**config.mk**
```make
export PLATFORM = sky130hd
export DESIGN_NAME = shbe_ctrl
export DESIGN_NICKNAME = d
export VERILOG_FILES = /design/src/design/shbe_pkg.sv /design/src/design/shbe_ctrl.sv
export SDC_FILE = /design/constraint.sdc
export NUM_CORES = 1
export LEC_CHECK = 0
export BUFFER_PORTS_ARGS = -buffer_cell sky130_fd_sc_hd__buf_2
export CORE_MARGIN = 2
export CORE_UTILIZATION = 58
export DETAILED_ROUTE_END_ITERATION = 8
export PLACE_DENSITY = 0.82
export SLEW_MARGIN = 20
export SYNTH_ARGS = -nofsm -noshare
export SYNTH_HDL_FRONTEND = slang
export SYNTH_SLANG_ARGS = --single-unit
```
**constraint.sdc**
```tcl
create_clock -name clk -period 3.9 [get_ports clk]
set_input_delay 0.195 -clock clk [delete_from_list [all_inputs] [get_ports clk]]
set_output_delay 0.195 -clock clk [all_outputs]
set_load 0.01 [all_outputs]
```
**src/design/shbe_pkg.sv**
```systemverilog
`timescale 1ns / 1ps
// ----------------------------------------------------------------------------
// shbe_pkg
// Shared constants, command and status types, and coefficient tables for the
// spherical harmonic basis evaluator.
// ----------------------------------------------------------------------------
package shbe_pkg;

  // Block configuration.
  localparam int MAX_BANDS       = 8;
  localparam int ANGLE_FRAC_BITS = 13;
  localparam int OUT_FRAC_BITS   = 16;

  // Field widths.
  localparam int BAND_IN_W  = 3;
  localparam int ORDER_W    = 4;
  localparam int POLAR_W    = ANGLE_FRAC_BITS + 2;
  localparam int AZIM_W     = ANGLE_FRAC_BITS + 3;
  localparam int VALUE_W    = 18;
  localparam int MAG_W      = ORDER_W;

  // Internal widths.
  localparam int BAND_W     = (MAX_BANDS > 1) ? $clog2(MAX_BANDS) : 1;
  localparam int BAND_N     = 1 << BAND_W;
  localparam int CORDIC_STEPS = 30;
  localparam int CNT_W      = $clog2(CORDIC_STEPS);
  localparam int ANG_W      = 36;
  localparam int ZW         = 36;
  localparam int OPW        = 34;
  localparam int PROD_W     = 2 * OPW;
  localparam int COEF_W     = 28;
  localparam int MOD_STEPS  = 4;
  localparam int ANG_SHIFT  = 30 - ANGLE_FRAC_BITS;
  localparam int OUT_SHIFT  = 30 - OUT_FRAC_BITS;
  localparam int MP_W       = MAG_W + AZIM_W;

  // Fixed-point constants in Q.30.
  localparam longint Q30_PI       = 64'd3373259426;
  localparam longint Q30_TWO_PI   = 2 * Q30_PI;
  localparam longint Q30_HALF_PI  = Q30_PI / 2;
  localparam longint Q30_SQRT2    = 64'd1518500250;
  localparam longint Q30_INV_S4PI = 64'd302896976;
  localparam longint CORDIC_GAIN  = 64'h26DD3B6A;
  localparam longint VAL_MAX      = 131071;
  localparam longint VAL_MIN      = -131072;

  typedef logic signed [ZW-1:0] zval_t;
  typedef zval_t atan_tab_t [CORDIC_STEPS];

  localparam atan_tab_t ATAN_TAB = '{
    36'sh03243F6A8, 36'sh01DAC6705, 36'sh00FADBAFC, 36'sh007F56EA6, 36'sh003FEAB76,
    36'sh001FFD55B, 36'sh000FFFAAA, 36'sh0007FFF55, 36'sh0003FFFEA, 36'sh0001FFFFD,
    36'sh0000FFFFF, 36'sh00007FFFF, 36'sh00003FFFF, 36'sh00001FFFF, 36'sh00000FFFF,
    36'sh000007FFF, 36'sh000003FFF, 36'sh000001FFF, 36'sh000000FFF, 36'sh0000007FF,
    36'sh0000003FF, 36'sh0000001FF, 36'sh0000000FF, 36'sh00000007F, 36'sh00000003F,
    36'sh00000001F, 36'sh00000000F, 36'sh000000008, 36'sh000000004, 36'sh000000002
  };

  // Datapath operations.
  typedef enum logic [3:0] {
    OP_NONE,
    OP_LOAD,
    OP_PHI,
    OP_MOD,
    OP_FOLD,
    OP_ROT,
    OP_TRIG,
    OP_MUL,
    OP_RND,
    OP_OUT
  } op_t;

  typedef enum logic [1:0] {
    A_PREV,
    A_CUR,
    A_T,
    A_RES
  } asel_t;

  typedef enum logic [2:0] {
    B_SN,
    B_CX,
    B_C1,
    B_C0,
    B_CA,
    B_CB,
    B_SQRT2,
    B_TRG
  } bsel_t;

  typedef enum logic [2:0] {
    WB_PREV,
    WB_PREV_NEG,
    WB_T,
    WB_CUR,
    WB_T_SUB,
    WB_SHIFT
  } wb_t;

  typedef struct packed {
    op_t              op;
    asel_t            a_sel;
    bsel_t            b_sel;
    logic             rnd24;
    wb_t              wb;
    logic [CNT_W-1:0] idx;
    logic             pass;
  } cmd_t;

  typedef struct packed {
    logic [BAND_IN_W-1:0] band;
    logic [MAG_W-1:0]     mag;
    logic                 bad;
    logic                 m_zero;
    logic                 out_hold;
  } status_t;

  // Coefficient tables, built at elaboration.
  typedef logic [COEF_W-1:0] coef_t;
  typedef coef_t coef_row_t [BAND_N];
  typedef coef_t coef_mat_t [BAND_N*BAND_N];

  function automatic logic [63:0] udiv64(input logic [63:0] n, input logic [63:0] d);
    logic [64:0] rem;
    logic [63:0] q;
    rem = '0;
    q   = '0;
    for (int i = 63; i >= 0; i--) begin
      rem = {rem[63:0], n[i]};
      if (rem >= {1'b0, d}) begin
        rem  = rem - {1'b0, d};
        q[i] = 1'b1;
      end
    end
    return q;
  endfunction

  function automatic logic [63:0] isqrt64(input logic [63:0] v_in);
    logic [63:0] v;
    logic [63:0] r;
    logic [63:0] b;
    v = v_in;
    r = '0;
    b = 64'd1 << 62;
    for (int j = 0; j < 32; j++) begin
      if (b > v) b = b >> 2;
    end
    for (int j = 0; j < 32; j++) begin
      if (b != 0) begin
        if (v >= r + b) begin
          v = v - (r + b);
          r = (r >> 1) + b;
        end else begin
          r = r >> 1;
        end
        b = b >> 2;
      end
    end
    return r;
  endfunction

  // Square root of num/den in Q.24; zero where the ratio is meaningless.
  function automatic coef_t sqrt_ratio(input longint num, input longint den);
    logic [63:0] q;
    if (den <= 0 || num < 0) return '0;
    q = udiv64(64'(num) << 48, 64'(den));
    return COEF_W'(isqrt64(q));
  endfunction

  function automatic coef_row_t build_c1();
    coef_row_t t;
    for (int k = 0; k < BAND_N; k++) t[k] = sqrt_ratio(2 * k + 1, 2 * k);
    return t;
  endfunction

  function automatic coef_row_t build_c0();
    coef_row_t t;
    for (int m = 0; m < BAND_N; m++) t[m] = sqrt_ratio(2 * m + 3, 1);
    return t;
  endfunction

  function automatic coef_mat_t build_ca();
    coef_mat_t t;
    for (int k = 0; k < BAND_N; k++)
      for (int m = 0; m < BAND_N; m++)
        t[k*BAND_N+m] = sqrt_ratio(4 * k * k - 1, k * k - m * m);
    return t;
  endfunction

  function automatic coef_mat_t build_cb();
    coef_mat_t t;
    for (int k = 0; k < BAND_N; k++)
      for (int m = 0; m < BAND_N; m++)
        t[k*BAND_N+m] = sqrt_ratio((k - 1) * (k - 1) - m * m, 4 * (k - 1) * (k - 1) - 1);
    return t;
  endfunction

  localparam coef_row_t C1_TAB = build_c1();
  localparam coef_row_t C0_TAB = build_c0();
  localparam coef_mat_t CA_TAB = build_ca();
  localparam coef_mat_t CB_TAB = build_cb();

endpackage

```
**src/design/shbe_ctrl.sv**
```systemverilog
`timescale 1ns / 1ps
// ----------------------------------------------------------------------------
// shbe_ctrl
// Sequencer that steps the datapath through angle reduction, the CORDIC
// passes, the Legendre recurrence and the azimuth factor.
// ----------------------------------------------------------------------------
module shbe_ctrl (
  input  logic                clk,
  input  logic                rst_n,
  input  logic                in_valid,
  output logic                in_ready,
  input  shbe_pkg::status_t   status,
  output shbe_pkg::cmd_t      cmd
);

  typedef enum logic [3:0] {
    S_IDLE, S_CHK, S_MOD, S_FOLD, S_ROT, S_TRIG,
    S_SEC, S_SEED, S_REC, S_PHI, S_AZI, S_OUT
  } state_t;

  state_t                     state_r, state_nxt;
  logic [2:0]                 sub_r, sub_nxt;
  logic [shbe_pkg::CNT_W-1:0] cnt_r, cnt_nxt;
  logic                       pass_r, pass_nxt;

  logic [shbe_pkg::CNT_W-1:0] band_c, mag_c;
  logic                       has_rec;
  state_t                     post_state;
  assign band_c     = shbe_pkg::CNT_W'(status.band);
  assign mag_c      = shbe_pkg::CNT_W'(status.mag);
  assign has_rec    = band_c > mag_c;
  assign post_state = status.m_zero ? S_OUT : S_PHI;

  // Command decode and next state.
  always_comb begin
    cmd       = '{op: shbe_pkg::OP_NONE, a_sel: shbe_pkg::A_PREV, b_sel: shbe_pkg::B_SN,
                  rnd24: 1'b0, wb: shbe_pkg::WB_PREV, idx: cnt_r, pass: pass_r};
    state_nxt = state_r;
    sub_nxt   = sub_r;
    cnt_nxt   = cnt_r;
    pass_nxt  = pass_r;
    in_ready  = 1'b0;
    unique case (state_r)
      S_IDLE: begin
        in_ready = 1'b1;
        if (in_valid) begin
          cmd.op    = shbe_pkg::OP_LOAD;
          state_nxt = S_CHK;
        end
      end
      S_CHK: begin
        if (status.bad) begin
          state_nxt = S_OUT;
        end else begin
          state_nxt = S_MOD;
          cnt_nxt   = shbe_pkg::CNT_W'(shbe_pkg::MOD_STEPS - 1);
          pass_nxt  = 1'b0;
        end
      end
      S_MOD: begin
        cmd.op = shbe_pkg::OP_MOD;
        if (cnt_r == '0) state_nxt = S_FOLD;
        else cnt_nxt = cnt_r - 1'b1;
      end
      S_FOLD: begin
        cmd.op    = shbe_pkg::OP_FOLD;
        cnt_nxt   = '0;
        state_nxt = S_ROT;
      end
      S_ROT: begin
        cmd.op = shbe_pkg::OP_ROT;
        if (cnt_r == shbe_pkg::CNT_W'(shbe_pkg::CORDIC_STEPS - 1)) state_nxt = S_TRIG;
        else cnt_nxt = cnt_r + 1'b1;
      end
      S_TRIG: begin
        cmd.op  = shbe_pkg::OP_TRIG;
        sub_nxt = '0;
        if (pass_r) begin
          state_nxt = S_AZI;
        end else if (mag_c != '0) begin
          state_nxt = S_SEC;
          cnt_nxt   = shbe_pkg::CNT_W'(1);
        end else if (has_rec) begin
          state_nxt = S_SEED;
        end else begin
          state_nxt = post_state;
        end
      end
      S_SEC: begin
        cmd.a_sel = shbe_pkg::A_PREV;
        unique case (sub_r)
          3'd0: begin cmd.op = shbe_pkg::OP_MUL; cmd.b_sel = shbe_pkg::B_SN; end
          3'd1: begin cmd.op = shbe_pkg::OP_RND; cmd.wb = shbe_pkg::WB_PREV; end
          3'd2: begin cmd.op = shbe_pkg::OP_MUL; cmd.b_sel = shbe_pkg::B_C1; end
          default: begin
            cmd.op = shbe_pkg::OP_RND; cmd.rnd24 = 1'b1; cmd.wb = shbe_pkg::WB_PREV_NEG;
          end
        endcase
        if (sub_r == 3'd3) begin
          sub_nxt = '0;
          if (cnt_r == mag_c) state_nxt = has_rec ? S_SEED : post_state;
          else cnt_nxt = cnt_r + 1'b1;
        end else begin
          sub_nxt = sub_r + 1'b1;
        end
      end
      S_SEED: begin
        unique case (sub_r)
          3'd0: begin
            cmd.op = shbe_pkg::OP_MUL; cmd.a_sel = shbe_pkg::A_PREV; cmd.b_sel = shbe_pkg::B_CX;
          end
          3'd1: begin cmd.op = shbe_pkg::OP_RND; cmd.wb = shbe_pkg::WB_T; end
          3'd2: begin
            cmd.op = shbe_pkg::OP_MUL; cmd.a_sel = shbe_pkg::A_T; cmd.b_sel = shbe_pkg::B_C0;
          end
          default: begin
            cmd.op = shbe_pkg::OP_RND; cmd.rnd24 = 1'b1; cmd.wb = shbe_pkg::WB_CUR;
          end
        endcase
        if (sub_r == 3'd3) begin
          sub_nxt = '0;
          cnt_nxt = mag_c + shbe_pkg::CNT_W'(2);
          state_nxt = ((mag_c + shbe_pkg::CNT_W'(2)) > band_c) ? post_state : S_REC;
        end else begin
          sub_nxt = sub_r + 1'b1;
        end
      end
      S_REC: begin
        unique case (sub_r)
          3'd0: begin
            cmd.op = shbe_pkg::OP_MUL; cmd.a_sel = shbe_pkg::A_CUR; cmd.b_sel = shbe_pkg::B_CX;
          end
          3'd1: begin cmd.op = shbe_pkg::OP_RND; cmd.wb = shbe_pkg::WB_T; end
          3'd2: begin
            cmd.op = shbe_pkg::OP_MUL; cmd.a_sel = shbe_pkg::A_PREV; cmd.b_sel = shbe_pkg::B_CB;
          end
          3'd3: begin
            cmd.op = shbe_pkg::OP_RND; cmd.rnd24 = 1'b1; cmd.wb = shbe_pkg::WB_T_SUB;
          end
          3'd4: begin
            cmd.op = shbe_pkg::OP_MUL; cmd.a_sel = shbe_pkg::A_T; cmd.b_sel = shbe_pkg::B_CA;
          end
          default: begin
            cmd.op = shbe_pkg::OP_RND; cmd.rnd24 = 1'b1; cmd.wb = shbe_pkg::WB_SHIFT;
          end
        endcase
        if (sub_r == 3'd5) begin
          sub_nxt = '0;
          if (cnt_r == band_c) state_nxt = post_state;
          else cnt_nxt = cnt_r + 1'b1;
        end else begin
          sub_nxt = sub_r + 1'b1;
        end
      end
      S_PHI: begin
        cmd.op    = shbe_pkg::OP_PHI;
        cnt_nxt   = shbe_pkg::CNT_W'(shbe_pkg::MOD_STEPS - 1);
        pass_nxt  = 1'b1;
        state_nxt = S_MOD;
      end
      S_AZI: begin
        unique case (sub_r)
          3'd0: begin
            cmd.op = shbe_pkg::OP_MUL; cmd.a_sel = shbe_pkg::A_RES;
            cmd.b_sel = shbe_pkg::B_SQRT2;
          end
          3'd1: begin cmd.op = shbe_pkg::OP_RND; cmd.wb = shbe_pkg::WB_T; end
          3'd2: begin
            cmd.op = shbe_pkg::OP_MUL; cmd.a_sel = shbe_pkg::A_T; cmd.b_sel = shbe_pkg::B_TRG;
          end
          default: begin cmd.op = shbe_pkg::OP_RND; cmd.wb = shbe_pkg::WB_T; end
        endcase
        if (sub_r == 3'd3) begin
          sub_nxt   = '0;
          state_nxt = S_OUT;
        end else begin
          sub_nxt = sub_r + 1'b1;
        end
      end
      default: begin
        if (!status.out_hold) begin
          cmd.op    = shbe_pkg::OP_OUT;
          state_nxt = S_IDLE;
        end
      end
    endcase
  end

  // State and counters.
  always_ff @(posedge clk) begin
    if (!rst_n) begin
      state_r <= S_IDLE;
      sub_r   <= '0;
      cnt_r   <= '0;
      pass_r  <= 1'b0;
    end else begin
      state_r <= state_nxt;
      sub_r   <= sub_nxt;
      cnt_r   <= cnt_nxt;
      pass_r  <= pass_nxt;
    end
  end

endmodule

```
==> summary.md <==
| Metric | Value |
|---|---|
| Post-route ant nets | `0` |
| Delay-heaviest family, CP | `simple AND/OR/NAND/NOR gates` |
| Hpwl dp | `4.06 mm` |
| CTS root buf | `clkbuf_4` |
| I/O pin total | `33` |
| Drt wl/cell | `between 15 and 20 um` |
| Most frequent CP cell | `a21oi_1` |
| Number of buffers created by CTS | `3` |
| Crit. End Element | `register` |
| CTS sink cnt | `13` |
| Starting DRT DRC Count | `129` |
| Finished Layout Cells | `345` |
| Synthesized net count | `312` |
| Sequential area share after synthesis | `12.9%` |
| Die area | `0.00397 mm^2` |
| Minimum clock period | `2.86 ns` |
| WP buf/inv | `2` |
| Crit Path Category | `reg2reg` |
| Die width | `63.0 um` |
| Row count | `21` |
| Number of diodes | `0` |
| Syn Inst Count | `282` |
| Maximum VDD drop | `approximately 0.46 mV` |
| EDFF count, synth | `0` |
| DRT Wirelength | `5.43 mm` |
| GRT Total Usage | `28.8%` |
| Worst Path Max Fanout | `28` |
| Global route total overflow | `0` |
| DRC | `0` |
| PortBufs | `32` |
| Final Max Tran Viols | `0` |
| Starting Density | `60.4%` |
| Crit path largest cell delay | `0.43 ns` |
| Area after DPL | `approximately 0.0021 mm^2` |
| Final setup fails | `0` |
| Share of layout cells above drive strength 1 | `between 10% and 20%` |
| Finished Cell Area | `between 0.002 and 0.0025 mm^2` |
| Unrepaired setup endpoints after global routing | `no` |
| Clk buf depth | `2` |
| Critical path startpoint category | `register` |
| Hold slack | `0.226 ns` |
| Type of the tightest min-delay check | `in2reg` |
| Fin. Hold Viols | `0` |
| Setup repair bufs after CTS | `0` |
| Worst-path clk slew | `0.08 ns` |
| Max-cap violations | `0` |
| #FFs+latches synth | `13` |
| Synth async-reset ratio | `0%` |
| Outcome | `completed` |
| Setup Skew | `0.00211 ns` |
| Gpl congestion | `approximately 0.97` |
| Req. time, crit path | `4.08 ns` |
| First-pass GRT wire length | `9.38 mm` |
| Layout area overhead | `6.39%` |
| Post-synthesis cell area | `0.00202 mm^2` |
| Total number of vias | `roughly 2.1k` |
| Crit-path slowest cell | `or3_2` |
| Detailed Routing Iterations Pass 1 | `4` |
| Post-placement cell count | `341` |
| Slew margin rel. | `56.7%` |
| Combinational share of power | `76.0%` |
| Net Switching | `0.769 mW` |
| Peak Freq | `between 300 and 400 MHz` |
| Initial antenna violation count | `0` |
| Number of global-route vias before repair | `1,963` |
| Sequential share of power | `18.2%` |
| Vias per cell | `6.22` |
| Least-Margin Pin Slew | `~0.64 ns` |
| Clk_lat worst skew | `0.27 ns` |
| Syn_area_per_cell | `a little over 7 um^2` |
| Fin Setup TNS | `0 ns` |
| Power Density | `682 mW/mm^2` |
| Clock power share | `between 5 and 6%` |
| Worst Path Arrival | `3.04 ns` |
| Largest net degree at the start of global routing | `33` |
| Ys Warns | `0` |
| Period Utilization, post-route | `73.2%` |
| Chip Height | `63.0 um` |
| Top_reg_cell synth | `dfxtp_1` |
| CP cell instances | `buf_4 > nor2_1 > nand2_1 > a21oi_1 > inv_1 > ha_1 > nor2b_1 > o21a_1 > or3_2 > a21oi_1 > o21bai_1 > a311oi_1` |
| H-tree Lvls | `1` |
| CTS tree | `yes` |
| CTS resizes | `0` |
| Post-CTS Hold Fix Bufs | `0` |
| Final #Nets | `330` |
| Filler cells | `317` |
| Core Footprint | `0.00334 mm^2` |
| LEAKAGE | `0.919 nW` |
| Internal | `0.694 mW` |
| Netlist cell types | `68` |
| Sw Ratio | `52.6%` |
==> per-stage QoR <==
stage	utilization (%)	setup slack (ns)	total power [mW]
floorplan	-	0.819	1.15
global placement	63.5	1.18	1.34
detailed placement	63.5	1.08	1.36
CTS	64.3	1.06	1.45
global route	64.3	0.774	1.61
finish	64.3	1.04	1.46
==> worst register-to-register path: stages (launching register included) <==
cell and delay, ns:
dfxtp_1 0.31, buf_4 0.21, nor2_1 0.26, nand2_1 0.09, a21oi_1 0.21, inv_1 0.12, ha_1 0.33, nor2b_1 0.15
o21a_1 0.19, or3_2 0.43, a21oi_1 0.16, o21bai_1 0.07, a311oi_1 0.24
==> layout by cell type (no fill, tap or decap), types with 6 or more instances in the layout <==
cell type	count
nor2b_1	6
o21ai_0	19
ha_1	16
dfxtp_1	13
inv_1	20
nand2_1	22
a21oi_1	29
o21a_1	6
xnor2_1	7
buf_2	32
nand3_1	6
nor2_1	29
==> layer usage <==
layer | track usage, % | vias to the layer above | part of all wire [%]
met2 | 50.4 | 87 | 47
li1 | - | 1061 | -
met5 | 0 | - | 0
met1 | 37.8 | 987 | 45
met4 | 6.11 | 0 | 1.5
met3 | 3.42 | 10 | 6.9
==> power by group through the flow <==
stage / clock network, mW / logic, mW / registers, mW
2_1_floorplan: 0 / 0.936 / 0.211
3_3_place_gp: 0 / 1.08 / 0.265
3_5_place_dp: 0 / 1.09 / 0.267
4_1_cts: 0.0875 / 1.10 / 0.263
5_1_grt: 0.0950 / 1.24 / 0.274
6_report: 0.0841 / 1.11 / 0.267
==> path summary, 6_finish.rpt <==
check                   from  slack (ns)  cells past startpoint    endpoint
hold reg to reg   state_r[2]        0.53                      2  state_r[2]
hold / removal         rst_n        0.23                      2    cnt_r[2]
setup / recovery  state_r[1]        1.04                     12    cnt_r[4]
setup reg to reg  state_r[1]        1.04                     12    cnt_r[4]
==> sequential cells by signal (all words and copies together) (netlist names) <==
signal   count
pass_r       1
cnt_r        5
sub_r        3
state_r      4
==> cell type report <==
class	instances	area (um^2)	share of cell area, %
well taps	46	57.6	2.68
inverters	21	78.8	3.67
clock buffers	4	26.3	1.22
multi-input cells	224	1530	71.1
flip-flops and latches	13	260	12.1
repair buffers	37	198	9.21
==> synthesized netlist by cell type, drive strengths merged, types with 2 or more instances <==
library cell / instances / area, um^2
a2111oi: 2 / 17.5
o21a: 6 / 45.0
nand4: 3 / 18.8
nor4b: 4 / 71.3
nor2b: 6 / 37.5
a21oi: 29 / 145
or3: 2 / 18.8
dfxtp: 13 / 260
and3: 2 / 12.5
a21o: 2 / 15.0
nand2: 22 / 82.6
a31oi: 2 / 12.5
o32a: 2 / 20.0
nand3b: 2 / 18.8
a21boi: 3 / 22.5
nand3: 6 / 30.0
o21bai: 3 / 22.5
buf: 11 / 72.6
nor2: 30 / 115
and2: 2 / 12.5
o211a: 2 / 20.0
ha: 16 / 200
o21ai: 19 / 95.1
clkbuf: 13 / 80.1
o221ai: 2 / 17.5
nor4: 5 / 31.3
a22oi: 2 / 15.0
o22ai: 5 / 31.3
xor2: 3 / 26.3
a211oi: 4 / 30.0
nor3: 4 / 20.0
xnor2: 7 / 61.3
mux2i: 2 / 20.0
inv: 20 / 75.1
or4: 3 / 26.3
==> cell families after synthesis <==
kind of cell / count (synthesis) / synth area share [%]
muxes: 2 / 0.993
adders and majority gates: 17 / 10.9
AOI/OAI and AO/OA: 97 / 31.8
DFF: 13 / 12.9
and+or+nand+nor: 98 / 27.5
xor gates and xnor gates: 10 / 4.34
buffers and inverters: 45 / 11.5
(Power assumes the default switching activity.)
